`src/hw/rtl/ntd_pkg.sv`:
```
// Shared types, constants and decode functions for the nibble text decoder.
`timescale 1ns / 1ps
`default_nettype none
package ntd_pkg;

	localparam int unsigned QDEPTH = 2;
	localparam int unsigned QPTR_W = $clog2(QDEPTH);
	localparam int unsigned QCNT_W = $clog2(QDEPTH + 1);

	localparam int unsigned TABLE_LEN   = 61;
	localparam logic [3:0]  ESC_MIN     = 4'd13;
	localparam logic [7:0]  JOIN_OFFSET = 8'd195;

	localparam logic [7:0] CH_POUND   = 8'hA3;
	localparam logic [7:0] CH_DOT     = 8'h2E;
	localparam logic [7:0] CH_BANG    = 8'h21;
	localparam logic [7:0] CH_LOW_A   = 8'h61;
	localparam logic [7:0] CH_LOW_Z   = 8'h7A;
	localparam logic [7:0] CASE_DELTA = 8'h20;

	typedef logic [7:0] char_t;

	// result of decoding one nibble against the escape state
	typedef struct packed {
		logic       vld;
		char_t      ch;
		logic       pend;
		logic [3:0] held;
	} nib_res_t;

	// one classified byte: up to two raw characters, packed to the front
	typedef struct packed {
		logic       last;
		logic [1:0] n_chr;
		char_t      chr_a;
		char_t      chr_b;
	} job_t;

	function automatic char_t char_lut(input logic [5:0] idx);
		char_t c;
		unique case (idx)
			6'd0:  c = 8'h20; // space
			6'd1:  c = 8'h65; // e
			6'd2:  c = 8'h74; // t
			6'd3:  c = 8'h61; // a
			6'd4:  c = 8'h6F; // o
			6'd5:  c = 8'h69; // i
			6'd6:  c = 8'h68; // h
			6'd7:  c = 8'h6E; // n
			6'd8:  c = 8'h73; // s
			6'd9:  c = 8'h72; // r
			6'd10: c = 8'h64; // d
			6'd11: c = 8'h6C; // l
			6'd12: c = 8'h75; // u
			6'd13: c = 8'h6D; // m
			6'd14: c = 8'h77; // w
			6'd15: c = 8'h63; // c
			6'd16: c = 8'h79; // y
			6'd17: c = 8'h66; // f
			6'd18: c = 8'h67; // g
			6'd19: c = 8'h70; // p
			6'd20: c = 8'h62; // b
			6'd21: c = 8'h76; // v
			6'd22: c = 8'h6B; // k
			6'd23: c = 8'h78; // x
			6'd24: c = 8'h6A; // j
			6'd25: c = 8'h71; // q
			6'd26: c = 8'h7A; // z
			6'd27: c = 8'h30;
			6'd28: c = 8'h31;
			6'd29: c = 8'h32;
			6'd30: c = 8'h33;
			6'd31: c = 8'h34;
			6'd32: c = 8'h35;
			6'd33: c = 8'h36;
			6'd34: c = 8'h37;
			6'd35: c = 8'h38;
			6'd36: c = 8'h39;
			6'd37: c = 8'h20; // space
			6'd38: c = 8'h21; // !
			6'd39: c = 8'h3F; // ?
			6'd40: c = 8'h2E; // .
			6'd41: c = 8'h2C; // ,
			6'd42: c = 8'h3A; // :
			6'd43: c = 8'h3B; // ;
			6'd44: c = 8'h28; // (
			6'd45: c = 8'h29; // )
			6'd46: c = 8'h2D; // -
			6'd47: c = 8'h26; // &
			6'd48: c = 8'h2A; // *
			6'd49: c = 8'h5C; // backslash
			6'd50: c = 8'h27; // quote
			6'd51: c = 8'h40; // @
			6'd52: c = 8'h23; // #
			6'd53: c = 8'h2B; // +
			6'd54: c = 8'h3D; // =
			6'd55: c = CH_POUND;
			6'd56: c = 8'h24; // $
			6'd57: c = 8'h25; // %
			6'd58: c = 8'h22; // double quote
			6'd59: c = 8'h5B; // [
			6'd60: c = 8'h5D; // ]
			default: c = 8'h00;
		endcase
		return c;
	endfunction

	function automatic nib_res_t decode_nib(input logic pend, input logic [3:0] held,
		input logic [3:0] nib);
		logic [7:0] joined;
		logic [7:0] idx;
		nib_res_t   r;
		joined = {held, nib};
		idx    = joined - JOIN_OFFSET;
		r.vld  = 1'b0;
		r.ch   = 8'h00;
		r.pend = pend;
		r.held = held;
		if (pend) begin
			r.vld  = (joined >= JOIN_OFFSET) && (idx < 8'(TABLE_LEN));
			r.ch   = char_lut(idx[5:0]);
			r.pend = 1'b0;
			r.held = 4'd0;
		end else if (nib < ESC_MIN) begin
			r.vld = 1'b1;
			r.ch  = char_lut({2'b00, nib});
		end else begin
			r.pend = 1'b1;
			r.held = nib;
		end
		return r;
	endfunction

endpackage
`default_nettype wire

```
`src/hw/rtl/nibble_text_decoder_top.sv`:
```
// A byte's first character passes through the job queue and then into the output register.
// The single output register gives one result beat per cycle while the queue holds jobs and
// out_ready does not stall it; a byte's characters leave one per beat.
// A two-entry job queue lets input beats keep arriving while the output stalls, until it is full.
// Reset (arst_n low, asynchronous) empties the queue and output and clears decode state.
`timescale 1ns / 1ps
`default_nettype none
module nibble_text_decoder_top #(
	parameter int unsigned MAX_CHARS = 100
) (
	input  wire logic       clk,
	input  wire logic       arst_n,
	input  wire logic [7:0] data_byte,
	input  wire logic       msg_last,
	input  wire logic       in_valid,
	output logic            in_ready,
	output logic [7:0]      char_code,
	output logic            char_valid,
	output logic            msg_end,
	output logic            out_valid,
	input  wire logic       out_ready
);
	import ntd_pkg::*;

	job_t push_job;
	job_t rd_job;
	logic push;
	logic pop;
	logic q_full;
	logic q_empty;

	ntd_front u_front (
		.clk      (clk),
		.arst_n   (arst_n),
		.data_byte(data_byte),
		.msg_last (msg_last),
		.in_valid (in_valid),
		.in_ready (in_ready),
		.q_full   (q_full),
		.push     (push),
		.push_job (push_job)
	);

	ntd_queue u_queue (
		.clk   (clk),
		.arst_n(arst_n),
		.push  (push),
		.wr_job(push_job),
		.pop   (pop),
		.rd_job(rd_job),
		.full  (q_full),
		.empty (q_empty)
	);

	ntd_back #(
		.MAX_CHARS(MAX_CHARS)
	) u_back (
		.clk       (clk),
		.arst_n    (arst_n),
		.job       (rd_job),
		.job_valid (!q_empty),
		.pop       (pop),
		.char_code (char_code),
		.char_valid(char_valid),
		.msg_end   (msg_end),
		.out_valid (out_valid),
		.out_ready (out_ready)
	);

`ifndef ASSERT_OFF
	a_empty_beat_ends: assert property (@(posedge clk) disable iff (!arst_n)
		out_valid && !char_valid |-> msg_end && (char_code == 8'h00))
		else $error("empty result beat without message end");

	a_char_nonzero: assert property (@(posedge clk) disable iff (!arst_n)
		out_valid && char_valid |-> (char_code != 8'h00))
		else $error("valid character with zero code");

	a_pop_nonempty: assert property (@(posedge clk) disable iff (!arst_n)
		pop |-> !q_empty)
		else $error("job queue popped while empty");
`endif

endmodule
`default_nettype wire

```
`src/hw/rtl/ntd_front.sv`:
```
// Front end: accepts packed bytes, splits nibbles, resolves escapes into raw characters.
`timescale 1ns / 1ps
`default_nettype none
module ntd_front (
	input  wire logic          clk,
	input  wire logic          arst_n,
	input  wire logic [7:0]    data_byte,
	input  wire logic          msg_last,
	input  wire logic          in_valid,
	output logic               in_ready,
	input  wire logic          q_full,
	output logic               push,
	output ntd_pkg::job_t      push_job
);
	import ntd_pkg::*;

	logic       pend_q;
	logic [3:0] held_q;
	nib_res_t   r_hi;
	nib_res_t   r_lo;
	logic       accept;

	always_comb begin
		r_hi = decode_nib(pend_q, held_q, data_byte[7:4]);
		r_lo = decode_nib(r_hi.pend, r_hi.held, data_byte[3:0]);
		push_job.last  = msg_last;
		push_job.n_chr = {1'b0, r_hi.vld} + {1'b0, r_lo.vld};
		push_job.chr_a = r_hi.vld ? r_hi.ch : r_lo.ch;
		push_job.chr_b = r_lo.ch;
	end

	assign in_ready = !q_full;
	assign accept   = in_valid && in_ready;
	// a beat with no characters is only pushed when it closes the message
	assign push     = accept && ((push_job.n_chr != 2'd0) || msg_last);

	always_ff @(posedge clk or negedge arst_n) begin
		if (!arst_n) begin
			pend_q <= 1'b0;
			held_q <= 4'd0;
		end else if (accept) begin
			if (msg_last) begin
				pend_q <= 1'b0;
				held_q <= 4'd0;
			end else begin
				pend_q <= r_lo.pend;
				held_q <= r_lo.held;
			end
		end
	end

endmodule
`default_nettype wire

```
`src/hw/rtl/ntd_queue.sv`:
```
// Small job queue between the front end and the back end.
`timescale 1ns / 1ps
`default_nettype none
module ntd_queue (
	input  wire logic          clk,
	input  wire logic          arst_n,
	input  wire logic          push,
	input  wire ntd_pkg::job_t wr_job,
	input  wire logic          pop,
	output ntd_pkg::job_t      rd_job,
	output logic               full,
	output logic               empty
);
	import ntd_pkg::*;

	job_t              mem_q [QDEPTH];
	logic [QPTR_W-1:0] wptr_q;
	logic [QPTR_W-1:0] rptr_q;
	logic [QCNT_W-1:0] cnt_q;

	assign full   = (cnt_q == QCNT_W'(QDEPTH));
	assign empty  = (cnt_q == '0);
	assign rd_job = mem_q[rptr_q];

	always_ff @(posedge clk) begin
		if (push) begin
			mem_q[wptr_q] <= wr_job;
		end
	end

	always_ff @(posedge clk or negedge arst_n) begin
		if (!arst_n) begin
			wptr_q <= '0;
			rptr_q <= '0;
			cnt_q  <= '0;
		end else begin
			if (push) begin
				wptr_q <= (wptr_q == QPTR_W'(QDEPTH - 1)) ? '0 : wptr_q + 1'b1;
			end
			if (pop) begin
				rptr_q <= (rptr_q == QPTR_W'(QDEPTH - 1)) ? '0 : rptr_q + 1'b1;
			end
			unique case ({push, pop})
				2'b10:   cnt_q <= cnt_q + 1'b1;
				2'b01:   cnt_q <= cnt_q - 1'b1;
				default: cnt_q <= cnt_q;
			endcase
		end
	end

endmodule
`default_nettype wire

```
`src/hw/rtl/ntd_back.sv`:
```
// Back end: capitalization, character limit and one-character-per-beat output register.
`timescale 1ns / 1ps
`default_nettype none
module ntd_back #(
	parameter int unsigned MAX_CHARS = 100
) (
	input  wire logic          clk,
	input  wire logic          arst_n,
	input  wire ntd_pkg::job_t job,
	input  wire logic          job_valid,
	output logic               pop,
	output logic [7:0]         char_code,
	output logic               char_valid,
	output logic               msg_end,
	output logic               out_valid,
	input  wire logic          out_ready
);
	import ntd_pkg::*;

	localparam int unsigned CNT_W = $clog2(MAX_CHARS + 1);

	logic             ph_q;
	logic [CNT_W-1:0] cnt_q;
	logic             cap_q;
	logic             out_valid_q;
	char_t            char_code_q;
	logic             char_valid_q;
	logic             msg_end_q;

	logic  advance;
	char_t cur;
	char_t cap_ch;
	logic  cap_nxt;
	logic  room;
	logic  avail;
	logic  more;
	logic  emit_item;
	logic  end_item;
	logic  is_low;

	always_comb begin
		advance  = job_valid && (!out_valid_q || out_ready);
		cur      = ph_q ? job.chr_b : job.chr_a;
		room     = (cnt_q < CNT_W'(MAX_CHARS));
		avail    = ({1'b0, ph_q} < job.n_chr) && room;
		// second character of the job still fits under the limit
		more     = !ph_q && (job.n_chr == 2'd2) &&
		           (({1'b0, cnt_q} + 1'b1) < (CNT_W + 1)'(MAX_CHARS));
		emit_item = avail || job.last;
		end_item  = job.last && !more;
		pop       = advance && !(avail && more);

		is_low  = (cur >= CH_LOW_A) && (cur <= CH_LOW_Z);
		cap_ch  = cur;
		cap_nxt = cap_q;
		if (cap_q && is_low) begin
			cap_ch  = cur - CASE_DELTA;
			cap_nxt = 1'b0;
		end
		if (cur == CH_DOT || cur == CH_BANG) begin
			cap_nxt = 1'b1;
		end
	end

	always_ff @(posedge clk or negedge arst_n) begin
		if (!arst_n) begin
			ph_q        <= 1'b0;
			cnt_q       <= '0;
			cap_q       <= 1'b1;
			out_valid_q <= 1'b0;
		end else begin
			if (advance) begin
				out_valid_q <= emit_item;
				ph_q        <= avail && more;
				if (emit_item && end_item) begin
					cnt_q <= '0;
					cap_q <= 1'b1;
				end else if (avail) begin
					cnt_q <= cnt_q + 1'b1;
					cap_q <= cap_nxt;
				end
			end else if (out_ready) begin
				out_valid_q <= 1'b0;
			end
		end
	end

	always_ff @(posedge clk) begin
		if (advance && emit_item) begin
			char_code_q  <= avail ? cap_ch : 8'h00;
			char_valid_q <= avail;
			msg_end_q    <= end_item;
		end
	end

	assign out_valid  = out_valid_q;
	assign char_code  = char_code_q;
	assign char_valid = char_valid_q;
	assign msg_end    = msg_end_q;

endmodule
`default_nettype wire
```
`config.mk`:
```
export PLATFORM = sky130hd
export DESIGN_NAME = nibble_text_decoder_top
export DESIGN_NICKNAME = d
export VERILOG_FILES = /design/src/hw/rtl/ntd_pkg.sv /design/src/hw/rtl/nibble_text_decoder_top.sv /design/src/hw/rtl/ntd_front.sv /design/src/hw/rtl/ntd_queue.sv /design/src/hw/rtl/ntd_back.sv
export SDC_FILE = /design/constraint.sdc
export NUM_CORES = 1
export LEC_CHECK = 0
export BUFFER_PORTS_ARGS = -buffer_cell sky130_fd_sc_hd__buf_2
export CAP_MARGIN = 20
export CORE_ASPECT_RATIO = 1.1
export CORE_MARGIN = 2
export CORE_UTILIZATION = 63
export CTS_CLUSTER_DIAMETER = 30
export CTS_CLUSTER_SIZE = 20
export DETAILED_ROUTE_END_ITERATION = 10
export GPL_ROUTABILITY_DRIVEN = 0
export MAX_ROUTING_LAYER = met4
export PLACE_DENSITY = 0.78
export SYNTH_ARGS = -nofsm -noshare
export SYNTH_HDL_FRONTEND = slang
export SYNTH_SLANG_ARGS = --single-unit
```
`constraint.sdc`:
```
create_clock -name clk -period 3.9 [get_ports clk]
set_input_delay 0.39 -clock clk [delete_from_list [all_inputs] [get_ports clk]]
set_output_delay 0.39 -clock clk [all_outputs]
set_load 0.1 [all_outputs]
```
* After elaboration in Yosys (flattened, before gate mapping)
Memory sizes are Yosys's and may differ from the RTL's. Cells that the tools add are included.
Word-level totals: bits of input ports 13, ROM bits 1216, register bits after elaboration 29, output and inout bits 12, logic and storage cells 101, RAM bits 38, bits in latches 0, memories 5
Operators by class: $add $sub $neg 10, bitwise operators 0, reduce and logical (&&, ||, !) cells 33, order comparisons 11, multiply operators 0, shift-type cells 0, equality and inequality tests 6, multiplexer cells 24, divide/modulo/power cells 0
Memory list:
- (name not given) | depth 64, bits a word 8, rd ports 1, clocked after Yosys merged registers in 0, wr ports 0, RTL line ntd_pkg.sv:41 | unique case (idx)
- (name not given) | depth 64, bits a word 8, rd ports 1, clocked after Yosys merged registers in 0, wr ports 0, RTL line ntd_pkg.sv:41
- (name not given) | depth 16, bits a word 6, rd ports 1, clocked after Yosys merged registers in 0, wr ports 0, RTL line ntd_pkg.sv:41
- (name not given) | depth 16, bits a word 6, rd ports 1, clocked after Yosys merged registers in 0, wr ports 0, RTL line ntd_pkg.sv:41
- u_queue.mem_q | depth 2, bits a word 19, rd ports 1, clocked after Yosys merged registers in 0, wr ports 1, RTL line ntd_queue.sv:16 | job_t mem_q [QDEPTH];
Operators with widths (number):
- $mux 14 | 2
- $mux 8 | 3
- $mux 9 | 2
- $eq 8x6->1 const B | 2
- $ge 8x8->1 const B | 2
- $lt 8x6->1 const B | 2
- $sub 8x8->8 const B | 2
- $logic_and 1x1->1 | 15
- $mux 7 | 2
- $mux 1 | 11
- $mux 5 | 2
- $add 7x1->8 const B | 1
- $ge 8x7->1 const B | 1
- $le 8x7->1 const B | 1
- $lt 4x4->1 const B | 2
- $lt 8x7->1 const B | 1
- $reduce_bool 2->1 | 4
- $sub 8x6->8 const B | 1
- $add 7x1->7 const B | 1
- $lt 7x7->1 const B | 1
- $eq 2x2->1 const B | 3
- $logic_not 1->1 | 6
- $logic_or 1x1->1 | 4
- $mux 4 | 1
- other kinds (11) | 12

* Depth between registers and ports, before layout
word-level depth 14, mapped depth 19, depth with buffers taken out 15

* Hierarchy
From an unflattened synthesis, not the netlist that was laid out.
Unflattened totals: cells, all modules 679, area total of the unflattened synthesis 6049.6 sq um
Modules (own cells, without submodules):
- ntd_front | instances 1, cells an instance 481, area an instance 3258.1 sq um, sequential area each 125.1 sq um
- ntd_queue | instances 1, cells an instance 75, area an instance 1556.5 sq um, sequential area each 1241.2 sq um
- ntd_back | instances 1, cells an instance 122, area an instance 1231.2 sq um, sequential area each 551.8 sq um
- nibble_text_decoder_top | instances 1, cells an instance 1, area an instance 3.8 sq um, sequential area each 0.0 sq um

* Worst setup path after synthesis
No wires, ideal clock.
kind in2reg, start input port data_byte[2], end memory u_queue.mem_q[0][0] in the netlist's numbering (enable), library setup time 395 ps, path slack -10 ps, stages 16, arrival time 3515 ps, path buffers 4, data required time 3505 ps, path through buf_2 > buf_2 > inv_1 > ha_1 > buf_2 > a21o_1 > buf_2 > nor2_4 > xnor2_1 > o21a_1 > o31ai_1 > nor2b_1 > ha_1 > inv_1 > o21ai_0 > nor2_1
On the way: cells in the longest elaborated chain, start to end 10, elaborated cells on any way between the ends 13, those cells by class 2 x add/sub; 3 x order compare; 4 x mux; 4 x reduce/logical
Ends and longest elaborated chain:
- start, declared | RTL line nibble_text_decoder_top.sv:13 | input wire logic [7:0] data_byte,
- $sub 8x8->8 | RTL line ntd_pkg.sv:114 | idx = joined - JOIN_OFFSET;
- $lt 8x6->1 | RTL line ntd_pkg.sv:120 | r.vld = (joined >= JOIN_OFFSET) && (idx < 8'(TABLE_LEN));
- $logic_and 1x1->1 | RTL line ntd_pkg.sv:120
- $mux 14 * | RTL line ntd_pkg.sv:119 | if (pend) begin
- $add 1x1->2 * | RTL line ntd_front.sv:27 | push_job.n_chr = {1'b0, r_hi.vld} + {1'b0, r_lo.vld};
- $reduce_bool 2->1 * | RTL line ntd_front.sv:35 | assign push = accept && ((push_job.n_chr != 2'd0) || msg_last);
- $logic_or 1x1->1 * | RTL line ntd_front.sv:35
- $logic_and 1x1->1 * | RTL line ntd_front.sv:35
- $mux 1 * | RTL line ntd_queue.sv:26 | if (push) begin
- $mux 1 (implied by the code) * | RTL line ntd_queue.sv:27 | mem_q[wptr_q] <= wr_job;
- end, declared | RTL line ntd_queue.sv:16
Every way passes the cells marked *; elsewhere a longest branch is shown, timed or not.

* Final worst setup path
start input port data_byte[5], end register u_queue.cnt_q[1]
On the way: cells in the longest elaborated chain, start to end 13, elaborated cells on any way between the ends 21, those cells by class 3 x add/sub; 5 x order compare; 2 x eq/ne; 5 x mux; 6 x reduce/logical
Ends and longest elaborated chain:
- $lt 4x4->1 | RTL line ntd_pkg.sv:124 | end else if (nib < ESC_MIN) begin
- $mux 5 | RTL line ntd_pkg.sv:124
- $mux 14 * | RTL line ntd_pkg.sv:119
- $sub 8x8->8 | RTL line ntd_pkg.sv:114
- $lt 8x6->1 | RTL line ntd_pkg.sv:120
- $logic_and 1x1->1 | RTL line ntd_pkg.sv:120
- $mux 14 | RTL line ntd_pkg.sv:119
- $add 1x1->2 * | RTL line ntd_front.sv:27
- $reduce_bool 2->1 * | RTL line ntd_front.sv:35
- $logic_or 1x1->1 * | RTL line ntd_front.sv:35
- $logic_and 1x1->1 * | RTL line ntd_front.sv:35
- $eq 2x1->1 / $eq 2x2->1 (equally long branches) | RTL line ntd_queue.sv:43 | unique case ({push, pop})
- $pmux 2 s2 / $reduce_bool 2->1 (equally long branches)
- end signal, assigned | RTL line ntd_queue.sv:44 | 2'b10: cnt_q <= cnt_q + 1'b1;
- end signal, assigned | RTL line ntd_queue.sv:45 | 2'b01: cnt_q <= cnt_q - 1'b1;
- end signal, assigned | RTL line ntd_queue.sv:46 | default: cnt_q <= cnt_q;
- end, declared | RTL line ntd_queue.sv:19 | logic [QCNT_W-1:0] cnt_q;
Marks and branches as above. A chain may end at the register's enable or synchronous reset.

==> results.sh <==
export IMPL_grt_pass1_vias=5073
export IMPL_die_area_sq_um=10200
export IMPL_met2_length_microns=7430
export IMPL_syn_area_sq_um=5920
export IMPL_ys_seq_area_share_pct=32.4
export IMPL_met1_length_microns=6100
export IMPL_utilization_pct=68.3
export IMPL_drc=0
export IMPL_synth_edf_count=48
export IMPL_yosys_warnings=0
export IMPL_cp_start_kind="primary input"
export IMPL_min_period_over_period_pct=86.5
export IMPL_final_fill_count=717
export IMPL_cp_max_fo=6
export IMPL_power_frac_clock_pct=13.5
export IMPL_initial_core_util_pct=63.9
export IMPL_synthArstFlopShare_pct=28.4
export IMPL_rsz0062_at_grt="false"
export IMPL_detail_route_wl_per_cell_microns=19.4
export IMPL_track_usage_pct=32.3
export IMPL_cp_arrival_ns=3.63
export IMPL_relSlewSlack_pct=36.5
export IMPL_dpl_hpwl_microns=11400
export IMPL_syn_num_nets=701
export IMPL_grt_max_degree=28
export IMPL_drt_iter0_markers=761
export IMPL_hold_class="in2reg"
export IMPL_clock_skew_ns=0.0115
export IMPL_synth_top_cells_by_area="edfxtp_1 24%, dfrtp_1 7.6%, ha_1 6.1%"
export IMPL_clkLatencyLatePin_ns=0.34
export IMPL_leakage_nw=2.46
export IMPL_ys_seq_elements=67
export IMPL_top_layer="met4"
export IMPL_viasPerCell=6.86
export IMPL_core_sq_um=9260
export IMPL_maxCapViolCount=0
export IMPL_postCtsSetupBuffers=0
export IMPL_p_seq_share_pct=34.1
export IMPL_drt_wl_total_microns=15400
export IMPL_place_area_sq_um=6160
export IMPL_p_total_mw=3.51
export IMPL_ir_worst_vdd_mv=0.317
export IMPL_setup_ws_ns=0.525
export IMPL_numClockSinks=67
export IMPL_die_w_microns=96.4
export IMPL_htree_num_levels=3
export IMPL_clockRootBuffer="clkbuf_8"
export IMPL_design_area_sq_um=6320
export IMPL_final_net_count=716
export IMPL_overflow=0
export IMPL_ios=25
export IMPL_max_slew_worst_pin_slew_ns=0.943
export IMPL_grt_pass1_wl_microns=24900
export IMPL_p_int_mw=1.85
export IMPL_clkTransAtPathRegs_ns=0.06
export IMPL_syn_area_per_cell_sq_um=8.98
export IMPL_status="complete, no violations"
export IMPL_setup_worst_path_end_class="flip-flop"
export IMPL_netlist_instances=659
export IMPL_power_per_cell_area_nw_per_um2=555
export IMPL_synth_top_area_share_pct=24.4
export IMPL_synthFlopType="edfxtp_1"
export IMPL_n_antenna_cell=0
export IMPL_portBuffers=24
export IMPL_dr_pass1_iters=6
export IMPL_drive_above_1_share_pct=16.6
export IMPL_vias=5459
export IMPL_dr_wl_met3_microns=1220
export IMPL_switching_share_pct=47.3
export IMPL_period_minus_slack_ns=3.38
export IMPL_cts_tree="done"
export IMPL_row_count=37
export IMPL_setup_violations_final=0
export IMPL_cts_buffers=9
export IMPL_hold_slack_ns=0.348
export IMPL_yosysTopAreaCell="edfxtp_1"
export IMPL_path_class="in2reg"
export IMPL_areaGrowthSynthToFinish_pct=6.90
export IMPL_required_ns=4.15
export IMPL_cts_max_path_buffers=2
export IMPL_comb_power_share_pct=52.4
export IMPL_synth_distinct_cells=92
export IMPL_place_ws_ns=0.197
export IMPL_hold_violations=0
export IMPL_antenna_found_initial=0
export IMPL_dieHeight_microns=106
export IMPL_final_max_slew_viol_count=0
export IMPL_drtAntennaViolNets=0
export IMPL_p_switching_mw=1.66
export IMPL_fmax_mhz=296
[flip-flops by register name (all words and copies together) (netlist names)]
register / flops
u_back.cap_q: 1
u_back.char_code: 8
u_back.char_valid: 1
u_back.cnt_q: 7
u_back.msg_end: 1
u_back.out_valid: 1
u_back.ph_q: 1
u_front.held_q: 4
u_front.pend_q: 1
u_queue.cnt_q: 2
u_queue.mem_q: 38
u_queue.rptr_q: 1
u_queue.wptr_q: 1
[synthesized netlist by cell type (3+ instances only)]
master     count
xnor2_1       14
nor3_1        23
a21oi_1       39
buf_1          3
mux4_2         8
o21bai_1       4
nand4_1        5
and2_1        10
a311oi_1       3
a21oi_2        4
nand2b_1      12
mux2i_1        9
a21o_1        11
o21ai_0       48
or3_1          5
o21a_1         6
a22o_1         5
a31oi_1       14
nor2_1        50
a221o_1        5
o31a_1         3
nor3b_1        8
o211ai_1      10
ha_1          29
a211o_1        4
clkbuf_1      26
buf_6          5
nand2_1       52
inv_1         26
o2111ai_1      3
mux2_2         6
a211oi_1      12
edfxtp_1      48
nand3_1       10
dfrtp_1       18
buf_2         17
and3_1         6
o22ai_1        9
o31ai_1        3
a221oi_1       3
o221ai_1       4
or4_1          4
nor4_1         6
nor2b_1        8
o311ai_0       3
[power groups by stage]
stage | clock, mW | combinational (mW) | sequential (mW)
2_1_floorplan | 0 | 1.09 | 1.57
3_3_place_gp | 0 | 1.77 | 1.20
3_5_place_dp | 0 | 1.82 | 1.21
4_1_cts | 0.476 | 1.83 | 1.20
5_1_grt | 0.508 | 1.97 | 1.23
6_report | 0.473 | 1.84 | 1.20
[per-stage QoR]
stage | instances | TNS (ns)
6_report | 796 | 0
5_1_grt | 796 | 0
4_1_cts | 796 | 0
3_5_place_dp | 779 | 0
3_3_place_gp | 779 | 0
2_1_floorplan | 659 | -0.364
[layout make-up]
cell class,instances,area (sq um),share of cell area (%)
inverters,30,115,1.82
repair buffers,57,370,5.86
flip-flops and latches,67,1920,30.3
well taps,117,146,2.31
clock buffers,13,139,2.20
clock inverters,3,17.5,0.277
multi-input cells,509,3620,57.2
[cells by family after synthesis]
group                      Yosys count  synth area share (%)
AOI/OAI and AO/OA                  225                  26.9
and+or+nand+nor                    211                  18.3
buffers and inverters               83                  6.43
DFF                                 67                  32.4
adders and majority gates           30                  6.30
muxes                               25                  6.47
xor gates and xnor gates            18                  3.11
[what timing repair did]
item / 4_1_cts / 5_1_grt
hold buffers: 1 / 0
endpoints found under the hold margin: 18 / 0
gates resized for setup: 0 / 0
[cell usage in the layout, fill, tap and decap left out, types with 18 or more instances in the layout]
master | netlist | layout
a21oi_1 | 39 | 39
buf_2 | 17 | 24
buf_4 | 2 | 32
dfrtp_1 | 18 | 18
edfxtp_1 | 48 | 48
ha_1 | 29 | 29
inv_1 | 26 | 26
nand2_1 | 52 | 52
nor2_1 | 50 | 50
nor3_1 | 23 | 23
o21ai_0 | 48 | 48
[critical path, cell delays in order]
cell	delay, ns
buf_2	0.08
inv_1	0.09
ha_1	0.22
and3b_1	0.43
mux2i_4	0.33
xnor2_1	0.12
o21a_1	0.27
o31ai_1	0.24
nor2b_1	0.21
ha_1	0.17
inv_1	0.03
o21ai_0	0.40
ha_1	0.34
nor2_1	0.14
xor2_1	0.16
[routing by layer]
| metal | up-vias | track usage [%] |
|---|---|---|
| met5 | - | - |
| met4 | 0 | 14.6 |
| met3 | 61 | 4.65 |
| met2 | 348 | 50.9 |
| met1 | 2533 | 41.0 |
| li1 | 2517 | - |
[final timing paths]
path / cells past startpoint / endpoint / startpoint / slack [ns]
max in group asynchronous: 2 / u_back.cap_q / arst_n / 3.06
max: 15 / u_queue.cnt_q[1] / data_byte[5] / 0.52
min reg2reg: 1 / u_front.held_q[3] / u_front.held_q[3] / 0.49
max reg2reg: 13 / u_queue.cnt_q[1] / u_front.pend_q / 0.63
min in group asynchronous: 2 / u_back.ph_q / arst_n / 0.52
min: 1 / u_queue.mem_q[0][18] / msg_last / 0.35
(Power assumes the default switching activity.)
